`src/sha1s_pkg.sv`:
```
`timescale 1ns / 1ps

package sha1s_pkg;

  // Block and digest geometry
  localparam int BLK_WORDS  = 16;
  localparam int BLK_AW     = 4;
  localparam int DIG_WORDS  = 5;
  localparam int ROUNDS     = 80;
  localparam int CNT_W      = 61;

  // Command queue between front and back
  localparam int Q_DEPTH    = 4;
  localparam int Q_AW       = 2;

  localparam logic [6:0] LAST_ROUND = 7'(ROUNDS - 1);
  localparam logic [2:0] LAST_IDX   = 3'(DIG_WORDS - 1);
  localparam logic [5:0] LAST_POS   = 6'd63;
  localparam logic [7:0] PAD_BYTE   = 8'h80;

  localparam logic [31:0] IV [DIG_WORDS] = '{
    32'h67452301, 32'hEFCDAB89, 32'h98BADCFE, 32'h10325476, 32'hC3D2E1F0
  };

  localparam logic [31:0] K0 = 32'h5A827999;
  localparam logic [31:0] K1 = 32'h6ED9EBA1;
  localparam logic [31:0] K2 = 32'h8F1BBCDC;
  localparam logic [31:0] K3 = 32'hCA62C1D6;

  // One queued item after classification
  typedef struct packed {
    logic [7:0] data_byte;
    logic       present;
    logic       last;
  } cmd_t;

  typedef enum logic [2:0] {
    ST_IDLE,
    ST_PAD,
    ST_LEN,
    ST_ROUND,
    ST_ADD,
    ST_EMIT
  } core_state_t;

  // What follows a compression
  typedef enum logic [1:0] {
    STG_DATA,
    STG_PAD1,
    STG_FINAL
  } stage_t;

  function automatic logic [31:0] rol1(input logic [31:0] x);
    rol1 = {x[30:0], x[31]};
  endfunction

  function automatic logic [31:0] rol5(input logic [31:0] x);
    rol5 = {x[26:0], x[31:27]};
  endfunction

  function automatic logic [31:0] rol30(input logic [31:0] x);
    rol30 = {x[1:0], x[31:2]};
  endfunction

  // Round function by round number
  function automatic logic [31:0] round_f(input logic [6:0] rnd, input logic [31:0] b,
                                          input logic [31:0] c, input logic [31:0] d);
    if (rnd < 7'd20) begin
      round_f = (b & c) | (~b & d);
    end else if (rnd < 7'd40) begin
      round_f = b ^ c ^ d;
    end else if (rnd < 7'd60) begin
      round_f = (b & c) | (b & d) | (c & d);
    end else begin
      round_f = b ^ c ^ d;
    end
  endfunction

  function automatic logic [31:0] round_k(input logic [6:0] rnd);
    if (rnd < 7'd20) begin
      round_k = K0;
    end else if (rnd < 7'd40) begin
      round_k = K1;
    end else if (rnd < 7'd60) begin
      round_k = K2;
    end else begin
      round_k = K3;
    end
  endfunction

  // Big-endian byte insert; lane 0 clears the rest of the word
  function automatic logic [31:0] put_word(input logic [31:0] w, input logic [1:0] lane,
                                           input logic [7:0] b);
    case (lane)
      2'd0:    put_word = {b, 24'h0};
      2'd1:    put_word = {w[31:24], b, 16'h0};
      2'd2:    put_word = {w[31:16], b, 8'h0};
      default: put_word = {w[31:8], b};
    endcase
  endfunction

  // Padding: keep bytes before the marker, 0x80 at it, zeros after
  function automatic logic [31:0] pad_word(input logic [31:0] w, input logic [BLK_AW-1:0] j,
                                           input logic [BLK_AW-1:0] widx,
                                           input logic [1:0] lane);
    if (j < widx) begin
      pad_word = w;
    end else if (j > widx) begin
      pad_word = 32'h0;
    end else begin
      pad_word = put_word(w, lane, PAD_BYTE);
    end
  endfunction

endpackage

```
`src/sha1s_if.sv`:
```
`timescale 1ns / 1ps

// Input item channel
interface sha1s_in_if;
  logic       valid;
  logic       ready;
  logic [7:0] data_byte;
  logic       byte_present;
  logic       end_of_message;

  modport source (output valid, data_byte, byte_present, end_of_message, input ready);
  modport sink   (input valid, data_byte, byte_present, end_of_message, output ready);
endinterface

// Digest word channel
interface sha1s_out_if;
  logic        valid;
  logic        ready;
  logic [31:0] digest_word;
  logic [2:0]  word_index;
  logic        last_word;

  modport source (output valid, digest_word, word_index, last_word, input ready);
  modport sink   (input valid, digest_word, word_index, last_word, output ready);
endinterface

```
`src/sha1s_front.sv`:
```
`timescale 1ns / 1ps

module sha1s_front (
  sha1s_in_if.sink       in_ch,
  input  logic           q_full,
  output logic           q_push,
  output sha1s_pkg::cmd_t q_cmd
);

  // Take items while the queue has room; items with neither byte nor end are dropped
  assign in_ch.ready     = !q_full;
  assign q_push          = in_ch.valid && !q_full &&
                           (in_ch.byte_present || in_ch.end_of_message);
  assign q_cmd.data_byte = in_ch.data_byte;
  assign q_cmd.present   = in_ch.byte_present;
  assign q_cmd.last      = in_ch.end_of_message;

endmodule

```
`src/sha1s_fifo.sv`:
```
`timescale 1ns / 1ps

module sha1s_fifo (
  input  logic            clk,
  input  logic            rst_n,
  input  logic            push,
  input  sha1s_pkg::cmd_t push_cmd,
  input  logic            pop,
  output sha1s_pkg::cmd_t head_cmd,
  output logic            full,
  output logic            empty
);

  sha1s_pkg::cmd_t                mem [sha1s_pkg::Q_DEPTH];
  logic [sha1s_pkg::Q_AW-1:0]     wr_ptr_r;
  logic [sha1s_pkg::Q_AW-1:0]     rd_ptr_r;
  logic [sha1s_pkg::Q_AW:0]       fill_r;
  logic                           do_push;
  logic                           do_pop;

  assign full     = (fill_r == (sha1s_pkg::Q_AW + 1)'(sha1s_pkg::Q_DEPTH));
  assign empty    = (fill_r == '0);
  assign do_push  = push && !full;
  assign do_pop   = pop && !empty;
  assign head_cmd = mem[rd_ptr_r];

  // Storage
  always_ff @(posedge clk) begin
    if (do_push) begin
      mem[wr_ptr_r] <= push_cmd;
    end
  end

  // Pointers and fill level
  always_ff @(posedge clk) begin
    if (!rst_n) begin
      wr_ptr_r <= '0;
      rd_ptr_r <= '0;
      fill_r   <= '0;
    end else begin
      if (do_push) begin
        wr_ptr_r <= wr_ptr_r + 1'b1;
      end
      if (do_pop) begin
        rd_ptr_r <= rd_ptr_r + 1'b1;
      end
      case ({do_push, do_pop})
        2'b10:   fill_r <= fill_r + 1'b1;
        2'b01:   fill_r <= fill_r - 1'b1;
        default: fill_r <= fill_r;
      endcase
    end
  end

  // Fill level never exceeds the depth
  a_fill_bound: assert property (@(posedge clk) disable iff (!rst_n)
    fill_r <= (sha1s_pkg::Q_AW + 1)'(sha1s_pkg::Q_DEPTH))
    else $error("queue fill level out of range");

endmodule

```
`src/sha1s_core.sv`:
```
`timescale 1ns / 1ps

module sha1s_core (
  input  logic            clk,
  input  logic            rst_n,
  input  logic            q_empty,
  input  sha1s_pkg::cmd_t q_cmd,
  output logic            q_pop,
  sha1s_out_if.source     out_ch
);

  sha1s_pkg::core_state_t state_r, state_nxt;
  sha1s_pkg::stage_t      stage_r, stage_nxt;
  logic                   last_r, last_nxt;

  logic [31:0]                      blk_r [sha1s_pkg::BLK_WORDS];
  logic [31:0]                      cv_r  [sha1s_pkg::DIG_WORDS];
  logic [31:0]                      a_r, b_r, c_r, d_r, e_r;
  logic [6:0]                       rnd_r;
  logic [sha1s_pkg::CNT_W-1:0]      count_r;
  logic [2:0]                       idx_r;

  logic        out_valid_r;
  logic [31:0] out_word_r;
  logic [2:0]  out_index_r;
  logic        out_last_r;

  logic put_byte, start_c, do_pad, do_len, emit;

  logic [sha1s_pkg::BLK_AW-1:0] widx;
  logic [1:0]                   lane;
  logic                         pad_full;
  logic [63:0]                  len_bits;
  logic [31:0]                  w_next;
  logic [31:0]                  t_sum;

  assign widx     = count_r[5:2];
  assign lane     = count_r[1:0];
  assign pad_full = (count_r[5:3] == 3'b111);
  assign len_bits = {count_r, 3'b000};
  assign w_next   = sha1s_pkg::rol1(blk_r[13] ^ blk_r[8] ^ blk_r[2] ^ blk_r[0]);
  assign t_sum    = sha1s_pkg::rol5(a_r) + sha1s_pkg::round_f(rnd_r, b_r, c_r, d_r) +
                    e_r + sha1s_pkg::round_k(rnd_r) + blk_r[0];

  // Sequencer
  always_ff @(posedge clk) begin
    if (!rst_n) begin
      state_r <= sha1s_pkg::ST_IDLE;
      stage_r <= sha1s_pkg::STG_DATA;
      last_r  <= 1'b0;
    end else begin
      state_r <= state_nxt;
      stage_r <= stage_nxt;
      last_r  <= last_nxt;
    end
  end

  always_comb begin
    state_nxt = state_r;
    stage_nxt = stage_r;
    last_nxt  = last_r;
    q_pop     = 1'b0;
    put_byte  = 1'b0;
    start_c   = 1'b0;
    do_pad    = 1'b0;
    do_len    = 1'b0;
    emit      = 1'b0;
    unique case (state_r)
      sha1s_pkg::ST_IDLE: begin
        if (!q_empty) begin
          q_pop    = 1'b1;
          last_nxt = q_cmd.last;
          if (q_cmd.present) begin
            put_byte = 1'b1;
            if (count_r[5:0] == sha1s_pkg::LAST_POS) begin
              start_c   = 1'b1;
              stage_nxt = sha1s_pkg::STG_DATA;
              state_nxt = sha1s_pkg::ST_ROUND;
            end else if (q_cmd.last) begin
              state_nxt = sha1s_pkg::ST_PAD;
            end
          end else if (q_cmd.last) begin
            state_nxt = sha1s_pkg::ST_PAD;
          end
        end
      end
      sha1s_pkg::ST_PAD: begin
        do_pad    = 1'b1;
        start_c   = 1'b1;
        stage_nxt = pad_full ? sha1s_pkg::STG_PAD1 : sha1s_pkg::STG_FINAL;
        state_nxt = sha1s_pkg::ST_ROUND;
      end
      sha1s_pkg::ST_LEN: begin
        do_len    = 1'b1;
        start_c   = 1'b1;
        stage_nxt = sha1s_pkg::STG_FINAL;
        state_nxt = sha1s_pkg::ST_ROUND;
      end
      sha1s_pkg::ST_ROUND: begin
        if (rnd_r == sha1s_pkg::LAST_ROUND) begin
          state_nxt = sha1s_pkg::ST_ADD;
        end
      end
      sha1s_pkg::ST_ADD: begin
        case (stage_r)
          sha1s_pkg::STG_DATA:  state_nxt = last_r ? sha1s_pkg::ST_PAD : sha1s_pkg::ST_IDLE;
          sha1s_pkg::STG_PAD1:  state_nxt = sha1s_pkg::ST_LEN;
          default:              state_nxt = sha1s_pkg::ST_EMIT;
        endcase
      end
      sha1s_pkg::ST_EMIT: begin
        if (!out_valid_r || out_ch.ready) begin
          emit = 1'b1;
          if (idx_r == sha1s_pkg::LAST_IDX) begin
            state_nxt = sha1s_pkg::ST_IDLE;
          end
        end
      end
      default: state_nxt = sha1s_pkg::ST_IDLE;
    endcase
  end

  // Byte count and digest word index
  always_ff @(posedge clk) begin
    if (!rst_n) begin
      count_r <= '0;
      idx_r   <= '0;
    end else begin
      if (put_byte) begin
        count_r <= count_r + 1'b1;
      end else if (emit && idx_r == sha1s_pkg::LAST_IDX) begin
        count_r <= '0;
      end
      if (emit) begin
        idx_r <= (idx_r == sha1s_pkg::LAST_IDX) ? 3'd0 : idx_r + 3'd1;
      end
    end
  end

  // Chaining value: feed-forward add, restored after the last digest word
  always_ff @(posedge clk) begin
    if (!rst_n) begin
      for (int i = 0; i < sha1s_pkg::DIG_WORDS; i++) begin
        cv_r[i] <= sha1s_pkg::IV[i];
      end
    end else if (state_r == sha1s_pkg::ST_ADD) begin
      cv_r[0] <= cv_r[0] + a_r;
      cv_r[1] <= cv_r[1] + b_r;
      cv_r[2] <= cv_r[2] + c_r;
      cv_r[3] <= cv_r[3] + d_r;
      cv_r[4] <= cv_r[4] + e_r;
    end else if (emit && idx_r == sha1s_pkg::LAST_IDX) begin
      for (int i = 0; i < sha1s_pkg::DIG_WORDS; i++) begin
        cv_r[i] <= sha1s_pkg::IV[i];
      end
    end
  end

  // Round counter
  always_ff @(posedge clk) begin
    if (!rst_n) begin
      rnd_r <= '0;
    end else if (start_c) begin
      rnd_r <= '0;
    end else if (state_r == sha1s_pkg::ST_ROUND) begin
      rnd_r <= (rnd_r == sha1s_pkg::LAST_ROUND) ? 7'd0 : rnd_r + 7'd1;
    end
  end

  // Working variables, one round per cycle
  always_ff @(posedge clk) begin
    if (start_c) begin
      a_r <= cv_r[0];
      b_r <= cv_r[1];
      c_r <= cv_r[2];
      d_r <= cv_r[3];
      e_r <= cv_r[4];
    end else if (state_r == sha1s_pkg::ST_ROUND) begin
      a_r <= t_sum;
      b_r <= a_r;
      c_r <= sha1s_pkg::rol30(b_r);
      d_r <= c_r;
      e_r <= d_r;
    end
  end

  // Block buffer; doubles as the 16-word schedule window during rounds
  always_ff @(posedge clk) begin
    if (put_byte) begin
      blk_r[widx] <= sha1s_pkg::put_word(blk_r[widx], lane, q_cmd.data_byte);
    end else if (do_pad) begin
      for (int j = 0; j < sha1s_pkg::BLK_WORDS - 2; j++) begin
        blk_r[j] <= sha1s_pkg::pad_word(blk_r[j], sha1s_pkg::BLK_AW'(j), widx, lane);
      end
      // length fits in this block unless the marker landed in the last 8 bytes
      if (pad_full) begin
        blk_r[14] <= sha1s_pkg::pad_word(blk_r[14], 4'd14, widx, lane);
        blk_r[15] <= sha1s_pkg::pad_word(blk_r[15], 4'd15, widx, lane);
      end else begin
        blk_r[14] <= len_bits[63:32];
        blk_r[15] <= len_bits[31:0];
      end
    end else if (do_len) begin
      for (int j = 0; j < sha1s_pkg::BLK_WORDS - 2; j++) begin
        blk_r[j] <= 32'h0;
      end
      blk_r[14] <= len_bits[63:32];
      blk_r[15] <= len_bits[31:0];
    end else if (state_r == sha1s_pkg::ST_ROUND) begin
      for (int j = 0; j < sha1s_pkg::BLK_WORDS - 1; j++) begin
        blk_r[j] <= blk_r[j+1];
      end
      blk_r[15] <= w_next;
    end
  end

  // Output register
  always_ff @(posedge clk) begin
    if (!rst_n) begin
      out_valid_r <= 1'b0;
    end else if (emit) begin
      out_valid_r <= 1'b1;
    end else if (out_ch.ready) begin
      out_valid_r <= 1'b0;
    end
  end

  always_ff @(posedge clk) begin
    if (emit) begin
      out_word_r  <= cv_r[idx_r];
      out_index_r <= idx_r;
      out_last_r  <= (idx_r == sha1s_pkg::LAST_IDX);
    end
  end

  assign out_ch.valid       = out_valid_r;
  assign out_ch.digest_word = out_word_r;
  assign out_ch.word_index  = out_index_r;
  assign out_ch.last_word   = out_last_r;

  // Round counter stays within the 80 rounds
  a_rnd_bound: assert property (@(posedge clk) disable iff (!rst_n)
    rnd_r <= sha1s_pkg::LAST_ROUND)
    else $error("round counter out of range");

  // Final compression is followed by the digest output
  a_final_emit: assert property (@(posedge clk) disable iff (!rst_n)
    (state_r == sha1s_pkg::ST_ADD && stage_r == sha1s_pkg::STG_FINAL)
      |=> state_r == sha1s_pkg::ST_EMIT)
    else $error("final compression not followed by output");

  // Last flag only on the fifth word
  a_last_idx: assert property (@(posedge clk) disable iff (!rst_n)
    (out_valid_r && out_last_r) |-> out_index_r == sha1s_pkg::LAST_IDX)
    else $error("last flag on wrong digest word");

endmodule

```
`src/sha1_stream_hash.sv`:
```
`timescale 1ns / 1ps
// Operation: a byte item is taken by the hashing core while it is idle; a byte that fills a block
//   starts a compression (80 rounds at one round per cycle, then a feed-forward add).
// End of message: each padded block (one or two) gets a setup step, the 80 rounds and the add,
//   then five digest words follow, one per cycle when the sink is ready.
// The core takes no new byte while a block is compressed; the queue holds up to four items.
// Reset (synchronous, rst_n low) restores the initial chaining value and clears the count.
module sha1_stream_hash (
  input  logic        clk,
  input  logic        rst_n,
  sha1s_in_if.sink    in_ch,
  sha1s_out_if.source out_ch
);

  sha1s_pkg::cmd_t push_cmd;
  sha1s_pkg::cmd_t head_cmd;
  logic            push;
  logic            pop;
  logic            q_full;
  logic            q_empty;

  sha1s_front u_front (
    .in_ch  (in_ch),
    .q_full (q_full),
    .q_push (push),
    .q_cmd  (push_cmd)
  );

  sha1s_fifo u_fifo (
    .clk      (clk),
    .rst_n    (rst_n),
    .push     (push),
    .push_cmd (push_cmd),
    .pop      (pop),
    .head_cmd (head_cmd),
    .full     (q_full),
    .empty    (q_empty)
  );

  sha1s_core u_core (
    .clk     (clk),
    .rst_n   (rst_n),
    .q_empty (q_empty),
    .q_cmd   (head_cmd),
    .q_pop   (pop),
    .out_ch  (out_ch)
  );

endmodule
```
`src/flat_wrapper.sv`:
```
// flat-port wrapper written by rule: the top's interface ports become plain ports
module sha1_stream_hash_flat 
  (clk, rst_n, in_ch_valid, in_ch_data_byte, in_ch_byte_present, in_ch_end_of_message, in_ch_ready, out_ch_valid, out_ch_digest_word, out_ch_word_index, out_ch_last_word, out_ch_ready);
  sha1s_in_if in_ch_i ();
  sha1s_out_if out_ch_i ();
  input  logic clk;
  input  logic rst_n;
  input wire logic [$bits(in_ch_i.valid)-1:0] in_ch_valid;
  input wire logic [$bits(in_ch_i.data_byte)-1:0] in_ch_data_byte;
  input wire logic [$bits(in_ch_i.byte_present)-1:0] in_ch_byte_present;
  input wire logic [$bits(in_ch_i.end_of_message)-1:0] in_ch_end_of_message;
  output wire logic [$bits(in_ch_i.ready)-1:0] in_ch_ready;
  output wire logic [$bits(out_ch_i.valid)-1:0] out_ch_valid;
  output wire logic [$bits(out_ch_i.digest_word)-1:0] out_ch_digest_word;
  output wire logic [$bits(out_ch_i.word_index)-1:0] out_ch_word_index;
  output wire logic [$bits(out_ch_i.last_word)-1:0] out_ch_last_word;
  input wire logic [$bits(out_ch_i.ready)-1:0] out_ch_ready;
  assign in_ch_i.valid = in_ch_valid;
  assign in_ch_i.data_byte = in_ch_data_byte;
  assign in_ch_i.byte_present = in_ch_byte_present;
  assign in_ch_i.end_of_message = in_ch_end_of_message;
  assign in_ch_ready = in_ch_i.ready;
  assign out_ch_valid = out_ch_i.valid;
  assign out_ch_digest_word = out_ch_i.digest_word;
  assign out_ch_word_index = out_ch_i.word_index;
  assign out_ch_last_word = out_ch_i.last_word;
  assign out_ch_i.ready = out_ch_ready;
  sha1_stream_hash u_core (.clk(clk), .rst_n(rst_n), .in_ch(in_ch_i), .out_ch(out_ch_i));
endmodule
```
`config.mk`:
```
export PLATFORM = sky130hd
export DESIGN_NAME = sha1_stream_hash_flat
export DESIGN_NICKNAME = d
export VERILOG_FILES = /design/src/sha1s_pkg.sv /design/src/sha1s_if.sv /design/src/sha1s_front.sv /design/src/sha1s_fifo.sv /design/src/sha1s_core.sv /design/src/sha1_stream_hash.sv /design/src/flat_wrapper.sv
export SDC_FILE = /design/constraint.sdc
export NUM_CORES = 2
export LEC_CHECK = 0
export BUFFER_PORTS_ARGS = -buffer_cell sky130_fd_sc_hd__buf_2
export CORE_MARGIN = 1
export CORE_UTILIZATION = 45
export DETAILED_ROUTE_END_ITERATION = 8
export PLACE_DENSITY_LB_ADDON = 0.08
export SYNTH_ARGS = -nofsm -noshare
export SYNTH_HDL_FRONTEND = slang
export SYNTH_HIERARCHICAL = 1
export SYNTH_SLANG_ARGS = --single-unit
```
`constraint.sdc`:
```
create_clock -name clk -period 8.84 [get_ports clk]
set_input_delay 1.768 -clock clk [delete_from_list [all_inputs] [get_ports clk]]
set_output_delay 1.768 -clock clk [all_outputs]
set_load 0.01 [all_outputs]
```
# After elaboration in Yosys (flattened, before gate mapping)
# Memory sizes are Yosys's and may differ from the RTL's. A register that Yosys moved wholly into a read port is not among the register bits.
# Index checks and enable logic that the tools add are counted.
[word_totals]
register_bits = 249
ram_bits = 712
output_inout_bits = 38
memories = 3
[memory_table]
columns = ["name", "words", "word_bits", "rd", "rd_ports_with_merged_regs", "write_ports", "line_no", "rtl"]
rows = [
  ["u_core.u_core.blk_r", 16, 32, 16, 0, 16, "sha1s_core.sv:16", "logic [31:0] blk_r [sha1s_pkg::BLK_WORDS];"],
  ["u_core.u_core.cv_r", 5, 32, 6, 1, 5, "sha1s_core.sv:17", "logic [31:0] cv_r [sha1s_pkg::DIG_WORDS];"],
  ["u_core.u_fifo.mem", 4, 10, 1, 1, 1, "sha1s_fifo.sv:14", "sha1s_pkg::cmd_t mem [sha1s_pkg::Q_DEPTH];"],
]
[classes]
n_addsub = 16
n_lt_le_gt_ge = 35
eq_ne = 27
mux = 216
bitwise = 59
n_reduce_logical = 28
[ops]
columns = ["op", "count"]
rows = [
  ["32-bit two-way mux", 127],
  ["32-bit case mux with 3 select lines", 17],
  ["32-bit adder", 9],
  ["32-bit bitwise XOR", 5],
  ["32-bit AND", 4],
  ["61-bit two-way mux", 2],
  ["32-bit bitwise OR", 3],
  ["61-bit by 1-bit adder with 61-bit output, second input constant", 1],
  ["1-bit two-way mux", 47],
  ["1-bit bitwise OR", 44],
  ["4-bit greater-than comparator, first input constant", 8],
  ["4-bit < comparator, first input constant", 8],
  ["32-bit NOT", 1],
  ["32-bit OR reduction", 1],
  ["31-bit two-way mux", 1],
  ["3-bit two-way mux", 8],
  ["3-bit by 4-bit greater-than comparator with 1-bit output, first input constant", 4],
  ["3-bit by 4-bit < comparator with 1-bit output, first input constant", 4],
  ["3-bit equality test, second input constant", 5],
  ["3-bit case mux with 5 select lines", 1],
  ["7-bit by 6-bit < comparator with 1-bit output, second input constant", 2],
  ["2-bit inequality test, second input constant", 7],
  ["2-bit two-way mux", 6],
  ["4-bit inequality test, second input constant", 3],
  ["33 further kinds", 63],
]

# Logic depth before layout (Yosys ltp)
[depth]
word_depth = 12
ltp_mapped = 23
ltp_nobuf = 22

# Cells and area by module
# Netlist, hierarchy kept.
[modules_own_cells]
columns = ["module", "n_inst", "cells_per_inst", "area_per_inst_um2"]
rows = [
  ["sha1s_core", 1, 5188, 54454.7],
  ["sha1s_fifo", 1, 106, 1933.1],
  ["sha1s_front", 1, 12, 88.8],
]

# Worst setup path after synthesis
# Ideal clock, no wire load.
[synth_timing]
path_kind = "input-to-reg"
start = "input port out_ch_ready"
end = "memory u_core.u_core.cv_r[0][0] (enable)"
setup_ns = 0.527
arrival_ns = 7.066
path_slack_ns = 1.247
cell_stages = 5
n_path_buf = 1
cell_sequence = "nand2b_1 > and3_1 > clkbuf_1 > a21oi_1 > nand2_1"
[synth_rtl]
columns = ["item", "line_no", "rtl"]
rows = [
  ["start, declared", "flat_wrapper.sv:17", "input wire logic [$bits(out_ch_i.ready)-1:0] out_ch_ready;"],
  ["end, declared", "sha1s_core.sv:17", ""],
]

# Worst setup path in the final report
[layout_timing]
start = "register u_core.u_core.rnd_r[4]"
end = "register u_core.u_core.a_r[31] (data pin)"
[layout_between]
elab_chain_len = 10
elab_cells_between_ends = 15
cone_classes = "4 x add/sub; 3 x order compare; 8 x mux"
[layout_lines]
columns = ["item", "line_no", "rtl"]
rows = [
  ["start, declared", "sha1s_core.sv:19", "logic [6:0] rnd_r;"],
  ["start signal, assigned", "sha1s_core.sv:166", "rnd_r <= (rnd_r == sha1s_pkg::LAST_ROUND) ? 7'd0 : rnd_r + 7'd1;"],
  ["7-bit by 6-bit < comparator with 1-bit output", "sha1s_pkg.sv:72, sha1s_pkg.sv:84", ""],
  ["32-bit two-way mux", "sha1s_pkg.sv:72", "end else if (rnd < 7'd60) begin"],
  ["32-bit two-way mux", "sha1s_pkg.sv:70", "end else if (rnd < 7'd40) begin"],
  ["32-bit two-way mux", "sha1s_pkg.sv:68", "if (rnd < 7'd20) begin"],
  ["32-bit adder (2 in series)", "sha1s_core.sv:42", "assign t_sum = sha1s_pkg::rol5(a_r) + sha1s_pkg::round_f(rnd_r, b_r, c_r, d_r) +"],
  ["32-bit adder * (2 in series)", "sha1s_core.sv:43", "e_r + sha1s_pkg::round_k(rnd_r) + blk_r[0];"],
  ["32-bit two-way mux *", "sha1s_core.sv:178", "end else if (state_r == sha1s_pkg::ST_ROUND) begin"],
  ["32-bit two-way mux *", "sha1s_core.sv:172", "if (start_c) begin"],
  ["end signal, assigned", "sha1s_core.sv:173", "a_r <= cv_r[0];"],
  ["end signal, assigned", "sha1s_core.sv:179", "a_r <= t_sum;"],
  ["end, declared", "sha1s_core.sv:18", "logic [31:0] a_r, b_r, c_r, d_r, e_r;"],
]
# Mark *: on every way between the ends. The rest lies on a longest branch, timed or not. The select of a mux whose other input is x is not followed.
# A chain may end at the register's enable or synchronous reset.

==> results.md <==
* All-Layer GR Usage at 27.08%
* Status: finished with violations
* CTS Sinks at roughly 1000
* R2r endpoint: u_core/u_core/a_r[31]
* Yosys warns at 6
* Clock root cell: clkbuf_16
* Initial Util at a little under half
* Setup TNS at 0 ns
* Failing checks: design-rule violations
* Critical path peak fanout at 18
* Path depth of the worst reg2reg path at 24
* Slew Viols, Final at 0
* Die Y-Extent at 356.3 um
* Max-Cap Viols at 0
* Ratio of cells with drive above 1 in the final layout at under 10%
* Worst r2r src: u_core/u_core/rnd_r[4]
* Crit path DAT at 7.72 ns
* Crit Path Category: reg -> reg
* Unrepaired setup endpoints after global routing: no
* Final ANT Viol Nets at 0
* N_diodes at 0
* GPL Wtd Cong at 0.9178
* HPWL after DPL at 120200 um
* Most frequent cells in the layout: edfxtp_1, nand2_1, a21o_1
* Layout fillers at 11374
* # IOs at 52
* CP endpoint kind: register
* Hold Fails Final Rpt at 0
* Layout area overhead at 9.901%
* Fin crit period at 7.302 ns
* Area of the mapped netlist at 0.05648 mm^2
* Number of synthesized flops with an enable pin at 876
* Wire per inst at 24.61 um
* First-pass GRT wire length at 258400 um
* Die Span X at 356.3 um
* TritonCTS Buffers at 111
* Worst hold stages at 2
* Flops & latches, synth at 995
* Port bufs at 51
* Syn_nets at 5652
* Core Rows at 129
* Final setup fails at 0
* Pre-antenna DRT Iters at 9
* Netlist cell types at a little under 100
* Clk_lat worst skew at 0.75 ns
* Hold Buf Count CTS at 0
* Max H-tree Level at 3
* Postcts setup bufs at 0
* HP Start: u_core/u_core/rnd_r[1]
* CP Launch Type: register
* Worst EP required at 9.25 ns
* Via count at just over 40000
* Core area at 0.1241 mm^2
* Worst Hold Class: reg -> reg
* Number of global-route vias before repair at 40650
* F_max at 136.9 MHz
* Worst Clk Skew at 0.04495 ns
* Synth Area per Inst at 10.64 um^2
* DR DRC count at 5
* Fin crit share at 82.60%
* Post-cts resize count at 0
* Slew @ Worst Pin at between 1 and 1.5 ns
* TritonCTS clock tree: done
* Reg clk slew, reported paths at 0.06 ns
* Most common library cell in the layout ignoring fill and taps: edfxtp_1
* CTS Buffer Depth at 3
* Initial DRC count at 3933
* Slew headroom at 15.31%
* Hold WS at 0.4719 ns
* R2r setup slk at 1.54 ns
* Register area share after synthesis at 50.80%
* Hold path endpoint: u_core/u_core/rnd_r[1]
* Largest net degree at the start of global routing at 219
* Synth Instances at 5306
* Grt total ovfl at 0
* Die ar. at approximately 0.13 mm^2
* Antenna violations before repair at 2
* Vias per Instance at 5.873
* Final #Nets at 5625
* Routed wire length at about 170000 um
* Asr flop ratio synth at 0%
* Commonest register cell after synthesis: edfxtp_1
[kinds of logic (layout without fill, tap and decap cells)]
logic type	count (synthesis)	in the layout	synth area share, %
AND/OR/NAND/NOR	1613	1613	12.63
adder cells (fa/ha/maj)	332	332	9.030
buffers and inverters	567	633	3.890
flip-flops	995	995	50.80
XOR/XNOR	246	246	3.815
AO/OA/AOI/OAI	1426	1426	16.56
multiplexers	127	127	3.274
[worst max-delay path by stage]
| stage | to | slack [ns] | cells past startpoint | start |
|---|---|---|---|---|
| after CTS | u_core/u_core/a_r[31] | 1.40 | 24 | u_core/u_core/rnd_r[4] |
| final | u_core/u_core/a_r[31] | 1.54 | 24 | u_core/u_core/rnd_r[4] |
| after detailed placement | u_core/u_core/a_r[31] | 1.45 | 24 | u_core/u_core/rnd_r[4] |
| after floorplan | u_core/u_core/cv_r[0][0] | 1.25 | 5 | out_ch_ready |
| after global routing | u_core/u_core/a_r[31] | 1.10 | 24 | u_core/u_core/rnd_r[4] |
| after global placement | u_core/u_core/a_r[31] | 1.53 | 24 | u_core/u_core/rnd_r[4] |
[registers in the layout (all words and copies together), names as in the netlist, 7 cells and up, named ones only]
| name | flops |
|---|---|
| u_core/u_core/cv_r | 160 |
| u_core/u_core/count_r | 61 |
| u_core/u_core/d_r | 32 |
| u_core/u_core/rnd_r | 7 |
| u_core/u_core/b_r | 32 |
| u_core/u_core/c_r | 32 |
| u_core/u_core/e_r | 32 |
| u_core/u_core/blk_r | 512 |
| u_core/u_core/a_r | 32 |
| u_core/u_core/out_ch.digest_word | 32 |
| u_core/u_fifo/mem | 40 |
[layer usage]
metal / vias up / share of wire (%) / global-route usage (%)
li1: 19098 / - / -
met1: 20413 / 45 / 37.63
met2: 1372 / 46 / 43.25
met3: 283 / 6.0 / 3.831
met4: 0 / 3.6 / 9.605
met5: - / 0 / 0
[critical path, stage by stage, from the launching register on]
cell and delay, ns:
dfxtp_1 0.37, a41oi_1 0.51, nand2_1 0.13, buf_4 0.24, nand2_1 0.08, buf_4 0.27, clkinv_1 0.10, buf_4 0.23
a221oi_1 0.37, fa_1 0.53, fa_1 0.53, fa_1 0.48, inv_1 0.06, ha_1 0.19, inv_1 0.06, fa_1 0.40
nor2b_1 0.16, o31a_1 0.21, o21ai_0 0.19, o21ai_0 0.60, a21oi_1 0.34, o41a_1 0.50, a31oi_1 0.21, xnor2_1 0.13
o21ai_0 0.08
[synthesized netlist by cell type (16+ instances only)]
master / instances / area [um^2]
edfxtp_1: 876 / 26310
nand2_1: 775 / 2909
a21o_1: 393 / 2950
nor2_1: 379 / 1423
a21oi_1: 333 / 1667
o21ai_0: 287 / 1436
inv_1: 274 / 1028
clkbuf_1: 243 / 912.1
ha_1: 206 / 2577
xnor2_1: 155 / 1358
nand3_1: 133 / 665.6
fa_1: 126 / 2522
dfxtp_1: 119 / 2382
xor2_1: 91 / 797.0
nor3_1: 53 / 265.3
o21a_1: 49 / 367.9
o211ai_1: 45 / 337.8
and2_1: 43 / 269.0
mux2i_1: 43 / 430.4
mux4_2: 42 / 945.9
a211oi_1: 41 / 307.8
a221oi_1: 41 / 359.1
mux2_2: 39 / 439.2
nand2b_1: 37 / 231.5
nor2b_1: 32 / 200.2
a31oi_1: 30 / 187.7
and3_1: 28 / 175.2
buf_1: 25 / 93.84
or3_1: 24 / 150.1
nand4_1: 23 / 143.9
a22o_1: 20 / 175.2
o21bai_1: 20 / 150.1
or2_2: 19 / 118.9
o22ai_1: 18 / 112.6
o31ai_1: 18 / 135.1
a22oi_1: 16 / 120.1
[layout make-up]
type | count | area (um^2) | area share (%)
Sequential cell | 995 | 28690 | 46.23
Multi-Input combinational cell | 3744 | 25710 | 41.43
Clock buffer | 143 | 2938 | 4.733
Tap cell | 1637 | 2048 | 3.300
Inverter | 279 | 1047 | 1.687
Timing Repair Buffer | 148 | 1021 | 1.645
Clock inverter | 63 | 609.3 | 0.9817
[per-stage QoR]
step	cell area, um^2	utilization, %	setup slack [ns]	std cells
finish	62070	50.01	1.538	7009
global route	62070	50.01	1.104	7009
CTS	62070	50.01	1.404	7009
detailed placement	58520	47.15	1.449	6803
global placement	58520	47.15	1.532	6803
floorplan	56480	-	1.247	5306
Power is left out: the tool's default activity adds up to more than one toggle a clock period on the data nets, which glitch-free logic cannot reach.
